### src/rahd_pkg.sv
package rahd_pkg;

    // Result status codes.
    localparam logic [2:0] ST_UPDATED          = 3'd0;
    localparam logic [2:0] ST_HANDOVER         = 3'd1;
    localparam logic [2:0] ST_NO_HANDOVER      = 3'd2;
    localparam logic [2:0] ST_UNKNOWN_TERMINAL = 3'd3;
    localparam logic [2:0] ST_EMPTY_A4         = 3'd4;
    localparam logic [2:0] ST_UNKNOWN_ID       = 3'd5;
    localparam logic [2:0] ST_FULL             = 3'd6;
    localparam logic [2:0] ST_INVALID_A2       = 3'd7;

    // Configuration register indexes.
    localparam logic [1:0] CFG_A2_ID     = 2'd0;
    localparam logic [1:0] CFG_A4_ID     = 2'd1;
    localparam logic [1:0] CFG_THRESHOLD = 2'd2;
    localparam logic [1:0] CFG_OFFSET    = 2'd3;

    // Field widths.
    localparam int ID_W   = 8;
    localparam int RNTI_W = 16;
    localparam int CELL_W = 16;
    localparam int Q_W    = 6;

    // Register reset values.
    localparam logic [ID_W-1:0] A2_ID_RST     = 8'd1;
    localparam logic [ID_W-1:0] A4_ID_RST     = 8'd2;
    localparam logic [Q_W-1:0]  THRESHOLD_RST = 6'd30;
    localparam logic [Q_W-1:0]  OFFSET_RST    = 6'd1;

    // Sequencer states.
    typedef enum logic [3:0] {
        S_IDLE = 4'b0001,
        S_TERM = 4'b0010,
        S_NBR  = 4'b0100,
        S_FIN  = 4'b1000
    } state_t;

    // Flags of the lookup token that travels along the terminal cells.
    typedef struct packed {
        logic valid;
        logic hit;
        logic free_found;
    } tok_flags_t;

endpackage

### src/rahd_if.sv
interface rahd_in_if;
    import rahd_pkg::*;
    logic              valid;
    logic              ready;
    logic [ID_W-1:0]   report_id;
    logic [RNTI_W-1:0] terminal;
    logic              neighbour_present;
    logic [CELL_W-1:0] neighbour_cell;
    logic [Q_W-1:0]    quality;

    modport source (output valid, report_id, terminal, neighbour_present,
                    neighbour_cell, quality, input ready);
    modport sink (input valid, report_id, terminal, neighbour_present,
                  neighbour_cell, quality, output ready);
endinterface

interface rahd_out_if;
    import rahd_pkg::*;
    logic              valid;
    logic              ready;
    logic [2:0]        status;
    logic              handover;
    logic [CELL_W-1:0] target_cell;

    modport source (output valid, status, handover, target_cell, input ready);
    modport sink (input valid, status, handover, target_cell, output ready);
endinterface

### src/rahd_term_cell.sv
module rahd_term_cell
    import rahd_pkg::*;
#(
    parameter int TIW    = 4,
    parameter int NBR    = 8,
    parameter int MY_IDX = 0
)
(
    input  logic              clk,
    input  logic              rst_n,
    input  logic [RNTI_W-1:0] key,
    input  tok_flags_t        flags_in,
    input  logic [TIW-1:0]    hit_idx_in,
    input  logic [TIW-1:0]    free_idx_in,
    input  logic [NBR-1:0]    mask_in,
    output tok_flags_t        flags_out,
    output logic [TIW-1:0]    hit_idx_out,
    output logic [TIW-1:0]    free_idx_out,
    output logic [NBR-1:0]    mask_out,
    input  logic              wr_en,
    input  logic [TIW-1:0]    wr_idx,
    input  logic [RNTI_W-1:0] wr_tag,
    input  logic [NBR-1:0]    wr_mask
);

    localparam logic [TIW-1:0] MY = TIW'(MY_IDX);

    logic              valid_reg;
    logic [RNTI_W-1:0] tag_reg;
    logic [NBR-1:0]    mask_reg;
    tok_flags_t        flags_reg;
    logic [TIW-1:0]    hit_idx_reg;
    logic [TIW-1:0]    free_idx_reg;
    logic [NBR-1:0]    tmask_reg;
    logic              match;

    assign match = valid_reg && (tag_reg == key);

    // Stored terminal slot: tag and the valid bits of its neighbour list.
    always_ff @(posedge clk or negedge rst_n)
    begin
        if (!rst_n)
        begin
            valid_reg <= 1'b0;
            mask_reg  <= '0;
        end
        else if (wr_en && (wr_idx == MY))
        begin
            valid_reg <= 1'b1;
            mask_reg  <= wr_mask;
        end
    end

    always_ff @(posedge clk)
    begin
        if (wr_en && (wr_idx == MY))
        begin
            tag_reg <= wr_tag;
        end
    end

    // The token picks up the first match and the first free slot on its way.
    always_ff @(posedge clk or negedge rst_n)
    begin
        if (!rst_n)
        begin
            flags_reg <= '0;
        end
        else
        begin
            flags_reg.valid      <= flags_in.valid;
            flags_reg.hit        <= flags_in.hit | match;
            flags_reg.free_found <= flags_in.free_found | !valid_reg;
        end
    end

    always_ff @(posedge clk)
    begin
        hit_idx_reg  <= (flags_in.hit || !match) ? hit_idx_in : MY;
        tmask_reg    <= (flags_in.hit || !match) ? mask_in : mask_reg;
        free_idx_reg <= (flags_in.free_found || valid_reg) ? free_idx_in : MY;
    end

    assign flags_out    = flags_reg;
    assign hit_idx_out  = hit_idx_reg;
    assign free_idx_out = free_idx_reg;
    assign mask_out     = tmask_reg;

endmodule

### src/rsrq_a2_a4_handover_decision.sv
// Channel   Dir  Payload
// in_ch     in   report_id, terminal, neighbour_present, neighbour_cell, quality
// out_ch    out  status, handover, target_cell
// cfg       in   cfg_we, cfg_index, cfg_data (write only)
//
// An item that goes through the neighbour scan first sends the lookup token along the row
// of terminal cells, one cell per cycle, then reads its neighbour list one entry per cycle
// from the neighbour memory, which has one read and one write port. An A2 item for an
// unknown terminal, or an A4 item that finds the terminal table full, ends after the row.
// Other items skip the row and the scan. One item is in work at a time; a finished result
// waits in the output register while the next item is accepted, and only a second result
// stalls the block. Reset clears all terminal slots at once; no clearing pass is needed.
module rsrq_a2_a4_handover_decision
    import rahd_pkg::*;
#(
    parameter int MAX_TERMINALS  = 16,
    parameter int MAX_NEIGHBOURS = 8
)
(
    input  logic          clk,
    input  logic          rst_n,
    rahd_in_if.sink       in_ch,
    rahd_out_if.source    out_ch,
    input  logic          cfg_we,
    input  logic [1:0]    cfg_index,
    input  logic [ID_W-1:0] cfg_data
);

    localparam int TIW   = (MAX_TERMINALS > 1) ? $clog2(MAX_TERMINALS) : 1;
    localparam int NIW   = (MAX_NEIGHBOURS > 1) ? $clog2(MAX_NEIGHBOURS) : 1;
    localparam int NCW   = $clog2(MAX_NEIGHBOURS + 1);
    localparam int AW    = TIW + NIW;
    localparam int MW    = CELL_W + Q_W;
    localparam logic [NCW-1:0] NBR_CNT = NCW'(MAX_NEIGHBOURS);
    localparam logic [NIW-1:0] LAST_SLOT = NIW'(MAX_NEIGHBOURS - 1);

    // Configuration registers.
    logic [ID_W-1:0] a2_id_reg;
    logic [ID_W-1:0] a4_id_reg;
    logic [Q_W-1:0]  thr_reg;
    logic [Q_W-1:0]  off_reg;

    always_ff @(posedge clk or negedge rst_n)
    begin
        if (!rst_n)
        begin
            a2_id_reg <= A2_ID_RST;
            a4_id_reg <= A4_ID_RST;
            thr_reg   <= THRESHOLD_RST;
            off_reg   <= OFFSET_RST;
        end
        else if (cfg_we)
        begin
            case (cfg_index)
                CFG_A2_ID:     a2_id_reg <= cfg_data;
                CFG_A4_ID:     a4_id_reg <= cfg_data;
                CFG_THRESHOLD: thr_reg   <= cfg_data[Q_W-1:0];
                CFG_OFFSET:    off_reg   <= cfg_data[Q_W-1:0];
                default:       ;
            endcase
        end
    end

    state_t state_reg, state_next;

    logic              accept;
    logic [RNTI_W-1:0] rnti_reg;
    logic [CELL_W-1:0] cell_reg;
    logic [Q_W-1:0]    q_reg;
    logic              is_a2_reg;
    logic              start_reg;
    logic [2:0]        res_status_reg;
    logic [CELL_W-1:0] res_target_reg;

    assign accept      = in_ch.valid && in_ch.ready;
    assign in_ch.ready = (state_reg == S_IDLE);

    // Row of terminal cells; the lookup token enters at cell 0.
    tok_flags_t     flags_chain [0:MAX_TERMINALS];
    logic [TIW-1:0] hidx_chain  [0:MAX_TERMINALS];
    logic [TIW-1:0] fidx_chain  [0:MAX_TERMINALS];
    logic [MAX_NEIGHBOURS-1:0] mask_chain [0:MAX_TERMINALS];

    logic                      twr_en;
    logic [TIW-1:0]            tsel_reg;
    logic [MAX_NEIGHBOURS-1:0] nmask_reg;
    logic [MAX_NEIGHBOURS-1:0] new_mask;

    assign flags_chain[0] = '{valid: start_reg, hit: 1'b0, free_found: 1'b0};
    assign hidx_chain[0]  = '0;
    assign fidx_chain[0]  = '0;
    assign mask_chain[0]  = '0;

    for (genvar k = 0; k < MAX_TERMINALS; k++)
    begin : g_cell
        rahd_term_cell #(
            .TIW    (TIW),
            .NBR    (MAX_NEIGHBOURS),
            .MY_IDX (k)
        ) u_cell (
            .clk          (clk),
            .rst_n        (rst_n),
            .key          (rnti_reg),
            .flags_in     (flags_chain[k]),
            .hit_idx_in   (hidx_chain[k]),
            .free_idx_in  (fidx_chain[k]),
            .mask_in      (mask_chain[k]),
            .flags_out    (flags_chain[k+1]),
            .hit_idx_out  (hidx_chain[k+1]),
            .free_idx_out (fidx_chain[k+1]),
            .mask_out     (mask_chain[k+1]),
            .wr_en        (twr_en),
            .wr_idx       (tsel_reg),
            .wr_tag       (rnti_reg),
            .wr_mask      (new_mask)
        );
    end

    tok_flags_t end_flags;
    assign end_flags = flags_chain[MAX_TERMINALS];

    // Neighbour memory: cell id and quality per slot.
    logic [MW-1:0]  mem [0:(2**AW)-1];
    logic [MW-1:0]  rd_data_reg;
    logic [NCW-1:0] iss_reg;
    logic           rd_v_reg;
    logic [NIW-1:0] rd_slot_reg;
    logic           mwr_en;
    logic [NIW-1:0] mwr_slot;
    logic           issue;

    assign issue = (state_reg == S_NBR) && (iss_reg < NBR_CNT);

    always_ff @(posedge clk)
    begin
        if (mwr_en)
        begin
            mem[{tsel_reg, mwr_slot}] <= {cell_reg, q_reg};
        end
        rd_data_reg <= mem[{tsel_reg, iss_reg[NIW-1:0]}];
        rd_slot_reg <= iss_reg[NIW-1:0];
    end

    // Scan state over the neighbour list.
    logic              best_found_reg, best_found_next;
    logic [Q_W-1:0]    best_q_reg, best_q_next;
    logic [CELL_W-1:0] best_c_reg, best_c_next;
    logic              m_hit_reg, m_hit_next;
    logic [NIW-1:0]    m_slot_reg, m_slot_next;
    logic              f_hit_reg, f_hit_next;
    logic [NIW-1:0]    f_slot_reg, f_slot_next;
    logic [CELL_W-1:0] rd_c;
    logic [Q_W-1:0]    rd_q;
    logic              rd_ok;
    logic              scan_done;
    logic [Q_W:0]      need_q;

    assign rd_c      = rd_data_reg[MW-1:Q_W];
    assign rd_q      = rd_data_reg[Q_W-1:0];
    assign rd_ok     = nmask_reg[rd_slot_reg];
    assign scan_done = (state_reg == S_NBR) && rd_v_reg && (rd_slot_reg == LAST_SLOT);
    assign need_q    = {1'b0, q_reg} + {1'b0, off_reg};

    always_comb
    begin
        best_found_next = best_found_reg;
        best_q_next     = best_q_reg;
        best_c_next     = best_c_reg;
        m_hit_next      = m_hit_reg;
        m_slot_next     = m_slot_reg;
        f_hit_next      = f_hit_reg;
        f_slot_next     = f_slot_reg;
        if (rd_v_reg)
        begin
            // Best neighbour: highest quality, ties to the lowest cell id.
            if (rd_ok && (rd_c != '0) && (rd_q != '0) &&
                (!best_found_reg || (rd_q > best_q_reg) ||
                 ((rd_q == best_q_reg) && (rd_c < best_c_reg))))
            begin
                best_found_next = 1'b1;
                best_q_next     = rd_q;
                best_c_next     = rd_c;
            end
            // Matching entry and first free slot for an update.
            if (rd_ok && (rd_c == cell_reg) && !m_hit_reg)
            begin
                m_hit_next  = 1'b1;
                m_slot_next = rd_slot_reg;
            end
            if (!rd_ok && !f_hit_reg)
            begin
                f_hit_next  = 1'b1;
                f_slot_next = rd_slot_reg;
            end
        end
    end

    // Table writes at the end of an update scan.
    always_comb
    begin
        mwr_en   = 1'b0;
        twr_en   = 1'b0;
        mwr_slot = m_slot_next;
        new_mask = nmask_reg;
        if (scan_done && !is_a2_reg)
        begin
            if (m_hit_next)
            begin
                mwr_en = 1'b1;
            end
            else if (f_hit_next)
            begin
                mwr_en   = 1'b1;
                twr_en   = 1'b1;
                mwr_slot = f_slot_next;
                new_mask[f_slot_next] = 1'b1;
            end
        end
    end

    // Sequencer.
    always_comb
    begin
        state_next = state_reg;
        case (state_reg)
            S_IDLE:
            begin
                if (accept)
                begin
                    if (in_ch.report_id == a2_id_reg)
                    begin
                        state_next = (in_ch.quality > thr_reg) ? S_FIN : S_TERM;
                    end
                    else if (in_ch.report_id == a4_id_reg)
                    begin
                        state_next = in_ch.neighbour_present ? S_TERM : S_FIN;
                    end
                    else
                    begin
                        state_next = S_FIN;
                    end
                end
            end
            S_TERM:
            begin
                if (end_flags.valid)
                begin
                    if (end_flags.hit || (!is_a2_reg && end_flags.free_found))
                    begin
                        state_next = S_NBR;
                    end
                    else
                    begin
                        state_next = S_FIN;
                    end
                end
            end
            S_NBR:
            begin
                if (scan_done)
                begin
                    state_next = S_FIN;
                end
            end
            S_FIN:
            begin
                if (!out_ch.valid || out_ch.ready)
                begin
                    state_next = S_IDLE;
                end
            end
            default: state_next = S_IDLE;
        endcase
    end

    always_ff @(posedge clk or negedge rst_n)
    begin
        if (!rst_n)
        begin
            state_reg <= S_IDLE;
            start_reg <= 1'b0;
            rd_v_reg  <= 1'b0;
            iss_reg   <= '0;
        end
        else
        begin
            state_reg <= state_next;
            start_reg <= accept && (state_next == S_TERM);
            rd_v_reg  <= issue;
            if (state_reg != S_NBR)
            begin
                iss_reg <= '0;
            end
            else if (issue)
            begin
                iss_reg <= iss_reg + 1'b1;
            end
        end
    end

    // Item fields, scan registers and the pending result.
    always_ff @(posedge clk)
    begin
        if (accept)
        begin
            rnti_reg  <= in_ch.terminal;
            cell_reg  <= in_ch.neighbour_cell;
            q_reg     <= in_ch.quality;
            is_a2_reg <= (in_ch.report_id == a2_id_reg);
            res_target_reg <= '0;
            if (in_ch.report_id == a2_id_reg)
            begin
                res_status_reg <= ST_INVALID_A2;
            end
            else if (in_ch.report_id == a4_id_reg)
            begin
                res_status_reg <= ST_EMPTY_A4;
            end
            else
            begin
                res_status_reg <= ST_UNKNOWN_ID;
            end
        end
        if ((state_reg == S_TERM) && end_flags.valid)
        begin
            best_found_reg <= 1'b0;
            best_q_reg     <= '0;
            best_c_reg     <= '0;
            m_hit_reg      <= 1'b0;
            m_slot_reg     <= '0;
            f_hit_reg      <= 1'b0;
            f_slot_reg     <= '0;
            if (end_flags.hit)
            begin
                tsel_reg  <= hidx_chain[MAX_TERMINALS];
                nmask_reg <= mask_chain[MAX_TERMINALS];
            end
            else
            begin
                tsel_reg  <= fidx_chain[MAX_TERMINALS];
                nmask_reg <= '0;
            end
            if (is_a2_reg && !end_flags.hit)
            begin
                res_status_reg <= ST_UNKNOWN_TERMINAL;
            end
            else if (!is_a2_reg && !end_flags.hit && !end_flags.free_found)
            begin
                res_status_reg <= ST_FULL;
            end
        end
        if (state_reg == S_NBR)
        begin
            best_found_reg <= best_found_next;
            best_q_reg     <= best_q_next;
            best_c_reg     <= best_c_next;
            m_hit_reg      <= m_hit_next;
            m_slot_reg     <= m_slot_next;
            f_hit_reg      <= f_hit_next;
            f_slot_reg     <= f_slot_next;
        end
        if (scan_done)
        begin
            if (is_a2_reg)
            begin
                if (best_found_next && ({1'b0, best_q_next} >= need_q))
                begin
                    res_status_reg <= ST_HANDOVER;
                    res_target_reg <= best_c_next;
                end
                else
                begin
                    res_status_reg <= ST_NO_HANDOVER;
                end
            end
            else
            begin
                res_status_reg <= (m_hit_next || f_hit_next) ? ST_UPDATED : ST_FULL;
            end
        end
    end

    // Output register.
    logic              out_valid_reg;
    logic [2:0]        out_status_reg;
    logic [CELL_W-1:0] out_target_reg;
    logic              load_out;

    assign load_out = (state_reg == S_FIN) && (!out_valid_reg || out_ch.ready);

    always_ff @(posedge clk or negedge rst_n)
    begin
        if (!rst_n)
        begin
            out_valid_reg <= 1'b0;
        end
        else if (load_out)
        begin
            out_valid_reg <= 1'b1;
        end
        else if (out_ch.ready)
        begin
            out_valid_reg <= 1'b0;
        end
    end

    always_ff @(posedge clk)
    begin
        if (load_out)
        begin
            out_status_reg <= res_status_reg;
            out_target_reg <= res_target_reg;
        end
    end

    assign out_ch.valid       = out_valid_reg;
    assign out_ch.status      = out_status_reg;
    assign out_ch.handover    = (out_status_reg == ST_HANDOVER);
    assign out_ch.target_cell = out_target_reg;

endmodule

### src/flat_wrapper.sv
// flat-port wrapper written by rule: the top's interface ports become plain ports
module rsrq_a2_a4_handover_decision_flat import rahd_pkg::*;
#(
    parameter int MAX_TERMINALS  = 16,
    parameter int MAX_NEIGHBOURS = 8
)
  (clk, rst_n, cfg_we, cfg_index, cfg_data, in_ch_valid, in_ch_report_id, in_ch_terminal, in_ch_neighbour_present, in_ch_neighbour_cell, in_ch_quality, in_ch_ready, out_ch_valid, out_ch_status, out_ch_handover, out_ch_target_cell, out_ch_ready);
  rahd_in_if in_ch_i ();
  rahd_out_if out_ch_i ();
  input  logic clk;
  input  logic rst_n;
  input  logic cfg_we;
  input  logic [1:0] cfg_index;
  input  logic [ID_W-1:0] cfg_data;
  input wire logic [$bits(in_ch_i.valid)-1:0] in_ch_valid;
  input wire logic [$bits(in_ch_i.report_id)-1:0] in_ch_report_id;
  input wire logic [$bits(in_ch_i.terminal)-1:0] in_ch_terminal;
  input wire logic [$bits(in_ch_i.neighbour_present)-1:0] in_ch_neighbour_present;
  input wire logic [$bits(in_ch_i.neighbour_cell)-1:0] in_ch_neighbour_cell;
  input wire logic [$bits(in_ch_i.quality)-1:0] in_ch_quality;
  output wire logic [$bits(in_ch_i.ready)-1:0] in_ch_ready;
  output wire logic [$bits(out_ch_i.valid)-1:0] out_ch_valid;
  output wire logic [$bits(out_ch_i.status)-1:0] out_ch_status;
  output wire logic [$bits(out_ch_i.handover)-1:0] out_ch_handover;
  output wire logic [$bits(out_ch_i.target_cell)-1:0] out_ch_target_cell;
  input wire logic [$bits(out_ch_i.ready)-1:0] out_ch_ready;
  assign in_ch_i.valid = in_ch_valid;
  assign in_ch_i.report_id = in_ch_report_id;
  assign in_ch_i.terminal = in_ch_terminal;
  assign in_ch_i.neighbour_present = in_ch_neighbour_present;
  assign in_ch_i.neighbour_cell = in_ch_neighbour_cell;
  assign in_ch_i.quality = in_ch_quality;
  assign in_ch_ready = in_ch_i.ready;
  assign out_ch_valid = out_ch_i.valid;
  assign out_ch_status = out_ch_i.status;
  assign out_ch_handover = out_ch_i.handover;
  assign out_ch_target_cell = out_ch_i.target_cell;
  assign out_ch_i.ready = out_ch_ready;
  rsrq_a2_a4_handover_decision #(.MAX_TERMINALS(MAX_TERMINALS), .MAX_NEIGHBOURS(MAX_NEIGHBOURS)) u_core (.clk(clk), .rst_n(rst_n), .in_ch(in_ch_i), .out_ch(out_ch_i), .cfg_we(cfg_we), .cfg_index(cfg_index), .cfg_data(cfg_data));
endmodule
### config.mk
export PLATFORM = sky130hd
export DESIGN_NAME = rsrq_a2_a4_handover_decision_flat
export DESIGN_NICKNAME = d
export VERILOG_FILES = /design/src/rahd_pkg.sv /design/src/rahd_if.sv /design/src/rahd_term_cell.sv /design/src/rsrq_a2_a4_handover_decision.sv /design/src/flat_wrapper.sv
export SDC_FILE = /design/constraint.sdc
export NUM_CORES = 2
export LEC_CHECK = 0
export BUFFER_PORTS_ARGS = -buffer_cell sky130_fd_sc_hd__clkbuf_2
export CORE_MARGIN = 5
export CORE_UTILIZATION = 63
export DETAILED_ROUTE_END_ITERATION = 8
export PLACE_DENSITY = 0.79
export SKIP_CTS_REPAIR_TIMING = 1
export SYNTH_ARGS = -nofsm -noshare
export SYNTH_HDL_FRONTEND = slang
export SYNTH_SLANG_ARGS = --single-unit
### constraint.sdc
create_clock -name clk -period 8.3 [get_ports clk]
set_input_delay 1.66 -clock clk [delete_from_list [all_inputs] [get_ports clk]]
set_output_delay 1.66 -clock clk [all_outputs]
set_load 0.03 [all_outputs]
==> results.sh <==
export IMPL_status="complete, no violations"
export IMPL_yosys_area_top_type_share_pct=67.5
export IMPL_mostFrequentLayoutCells="3173 x edfxtp_1, 706 x mux4_2, 378 x clkbuf_16"
export IMPL_avgSynthCellArea_um2=20.4
export IMPL_start_util_pct=63.4
export IMPL_grt_use_total_pct=29.5
export IMPL_fin_skew_ns=0.0649
export IMPL_crit_path_cell_trace="buf_4 > xor2_1 > nor4_1 > and4_1 > o21ai_1 > a211oi_2 > nand2_2 > buf_4 > nor4_4 > buf_4"
export IMPL_synth_xor_area_share_pct=1.82
export IMPL_largest_reg_flops=2816
export IMPL_ys_seq_area_share_pct=75.4
export IMPL_clk_pin_slew_worst_paths_ns=0.06
export IMPL_fmax_ghz=0.179
export IMPL_worstPathRequired_ns=8.92
export IMPL_yosysWarnings=0
export IMPL_synth_edf_count=3173
export IMPL_die_width_um=483
export IMPL_cts_sinks=3674
export IMPL_ys_async_sr_fraction_pct=6.29
export IMPL_grt_pass1_vias=72900
export IMPL_crit_family="simple AND/OR/NAND/NOR gates"
export IMPL_clk_latency_ns=0.99
export IMPL_rsz0062_at_grt="false"
export IMPL_worstReg2RegStart="u_core.cell_reg[3]$_DFFE_PP_"
export IMPL_synth_adder_area_share_pct=0.369
export IMPL_syn_inst=6908
export IMPL_ctsRootBufferMaster="clkbuf_16"
export IMPL_area_growth_pct=12.2
export IMPL_final_setup_viol_count=0
export IMPL_portBuffers=83
export IMPL_muxShareOfSynthArea_pct=16.1
export IMPL_hold_class="flip-flop to flip-flop"
export IMPL_synth_top_cell_by_area="edfxtp_1"
export IMPL_yosysUniqueCellTypes=68
export IMPL_critPathMaxStageDelay_ns=0.99
export IMPL_dr_pass1_iters=6
export IMPL_routedWlPerCell_um=32.9
export IMPL_netlist_area_mm2=0.141
export IMPL_relSlewSlack_pct=11.1
export IMPL_crit_arrival_ns=6.20
export IMPL_report_final_slew_viol_count=0
export IMPL_period_share_pct=67.2
export IMPL_hold_viol=0
export IMPL_synth_compound_area_share_pct=1.74
export IMPL_end_kind="flip-flop"
export IMPL_ys_seq_elements=3674
export IMPL_place_congestion=0.850
export IMPL_peakVddDrop_mv=0.201
export IMPL_wirelength_mm=346
export IMPL_p_per_area_mw_per_mm2=250
export IMPL_fin_hold_ws_ns=0.348
export IMPL_rrSetupSlack_ns=2.72
export IMPL_cpMostUsedCell="buf_4"
export IMPL_maxCapViolations=0
export IMPL_grt_max_degree=129
export IMPL_multiInputGateArea_mm2=0.0340
export IMPL_hpwl_mm=190
export IMPL_cts_tree="done"
export IMPL_dieHeight_um=483
export IMPL_cp_start_kind="flip-flop"
export IMPL_cp_max_fo=58
export IMPL_crit_type="flip-flop to flip-flop"
export IMPL_drcViolationCount=0
export IMPL_tightestPinTransition_ns=1.33
export IMPL_synth_top_family_by_area="multiplexers"
export IMPL_post_place_ws_ns=2.87
export IMPL_hold_start="u_core.g_cell[7].u_cell.flags_out[2]$_DFF_PN0_"
export IMPL_drive_gt1_share_pct=27.7
export IMPL_synth_area_leaders="edfxtp_1 67%, mux4_2 11%, dfrtp_1 4.0%, dfxtp_1 3.8%, mux2i_1 2.5%"
export IMPL_layoutNonFillerInstCount=10500
export IMPL_grt_pass1_wl_mm=506
export IMPL_synthSimpleGateAreaFrac_pct=3.29
export IMPL_fin_ws_ns=2.72
export IMPL_seq_area_mm2=0.106
export IMPL_syn_nets=7011
export IMPL_critPathBufInv=3
export IMPL_tns_ns=0
export IMPL_min_period_ns=5.58
export IMPL_fp_row_count=173
export IMPL_p_leak_nw=51.0
export IMPL_ioPinCount=84
export IMPL_overflow=0
export IMPL_vias_per_cell=6.79
export IMPL_finalPower_w=0.0396
export IMPL_dieArea_mm2=0.234
export IMPL_antenna_found_initial=16
export IMPL_core_mm2=0.223
export IMPL_synth_ff_type="edfxtp_1"
export IMPL_fin_nets=7346
export IMPL_layout_commonest_cell="edfxtp_1"
export IMPL_vias=71400
export IMPL_htree_levels=5
export IMPL_detail_route_antenna_nets=0
export IMPL_slowest_stage="a211oi_2"
export IMPL_startpoint="u_core.cell_reg[3]$_DFFE_PP_"
export IMPL_nFillCells=12200
export IMPL_place_inst=9850
export IMPL_drt_iter0_drc=9740
export IMPL_cts_path_max_buffers=4
export IMPL_numCtsBuffers=366
-- power by group --
| part | total (W) | switching (W) | internal, W | leakage, nW |
|---|---|---|---|---|
| registers | 0.0213 | 0.000101 | 0.0212 | 33.8 |
| clock network | 0.0159 | 0.00683 | 0.00906 | 5.56 |
| logic | 0.00245 | 0.00201 | 0.000445 | 11.6 |
-- worst reg2reg max path, cell delays in order, from the launching register on --
cell	delay [ns]
edfxtp_1	0.32
buf_4	0.55
xor2_1	0.18
nor4_1	0.47
and4_1	0.44
o21ai_1	0.16
a211oi_2	0.99
nand2_2	0.46
buf_4	0.49
nor4_4	0.81
buf_4	0.38
-- cell type report --
class	instances	area share, %
antenna	16	0.0253
timing repair buffer	353	1.68
inverter	55	0.130
sequential	3674	67.2
multi-input combinational	2793	21.5
clock inverter	181	0.927
tap	2975	2.35
clock buffer	466	6.24
-- cell families (layout without fill, tap and decap cells) --
logic type / after synthesis / in the layout
AND/OR/NAND/NOR: 731 / 731
buffers and inverters: 441 / 1055
AO/OA/AOI/OAI: 382 / 382
flip-flops: 3674 / 3674
multiplexers: 1345 / 1345
adder cells (fa/ha/maj): 41 / 41
XOR/XNOR: 294 / 294
other: 0 / 16
-- layer usage --
metal  vias up  GRT usage, %  share of wire [%]
met5         -             0              0.076
met4         6          13.5                5.2
met3       810          6.45                 10
met2      4836          47.2                 49
met1     37000          39.7                 35
li1      28700             -                  -
-- worst paths after layout --
path / cells after the start / endpoint
worst min-delay path: 0 / u_core.g_cell[8].u_cell.flags_out[2]$_DFF_PN0_
worst max-delay path: 10 / u_core.mem[121][9]$_DFFE_PP_
worst max register to register: 10 / u_core.mem[121][9]$_DFFE_PP_
min in group asynchronous: 1 / u_core.g_cell[14].u_cell.mask_reg[0]$_DFFE_PN0P_
max in group asynchronous: 2 / u_core.g_cell[0].u_cell.flags_out[1]$_DFF_PN0_
worst min register to register: 0 / u_core.g_cell[8].u_cell.flags_out[2]$_DFF_PN0_
-- synth_stat cells, types with 5 or more instances --
library cell	count
or2_2	57
a21o_1	13
inv_1	55
buf_6	7
dfrtp_1	223
mux2i_1	355
buf_2	99
o22ai_1	178
and2_1	22
mux2_2	273
nand3_1	59
nand2_1	103
nor4_2	101
a21oi_1	39
mux4_2	706
o211ai_1	17
xor2_1	111
nor3_1	18
o31ai_1	25
nor4_1	59
o311ai_0	22
dfxtp_1	270
edfxtp_1	3173
o21ai_0	58
nor2b_1	43
clkbuf_1	215
buf_4	11
dfstp_2	8
nand2b_1	51
nand2_2	11
nor2_1	109
mux2_1	8
ha_1	40
xnor2_1	183
nand4_1	64
buf_1	53
nor3b_1	5
or4_1	8
-- through the flow --
stage,util [%],area [µm²]
floorplan,-,141000
global placement,66.1,147000
detailed placement,66.1,147000
CTS,71.1,158000
global route,71.2,159000
finish,71.2,159000
Note: power is estimated with default switching activity, not from simulation.
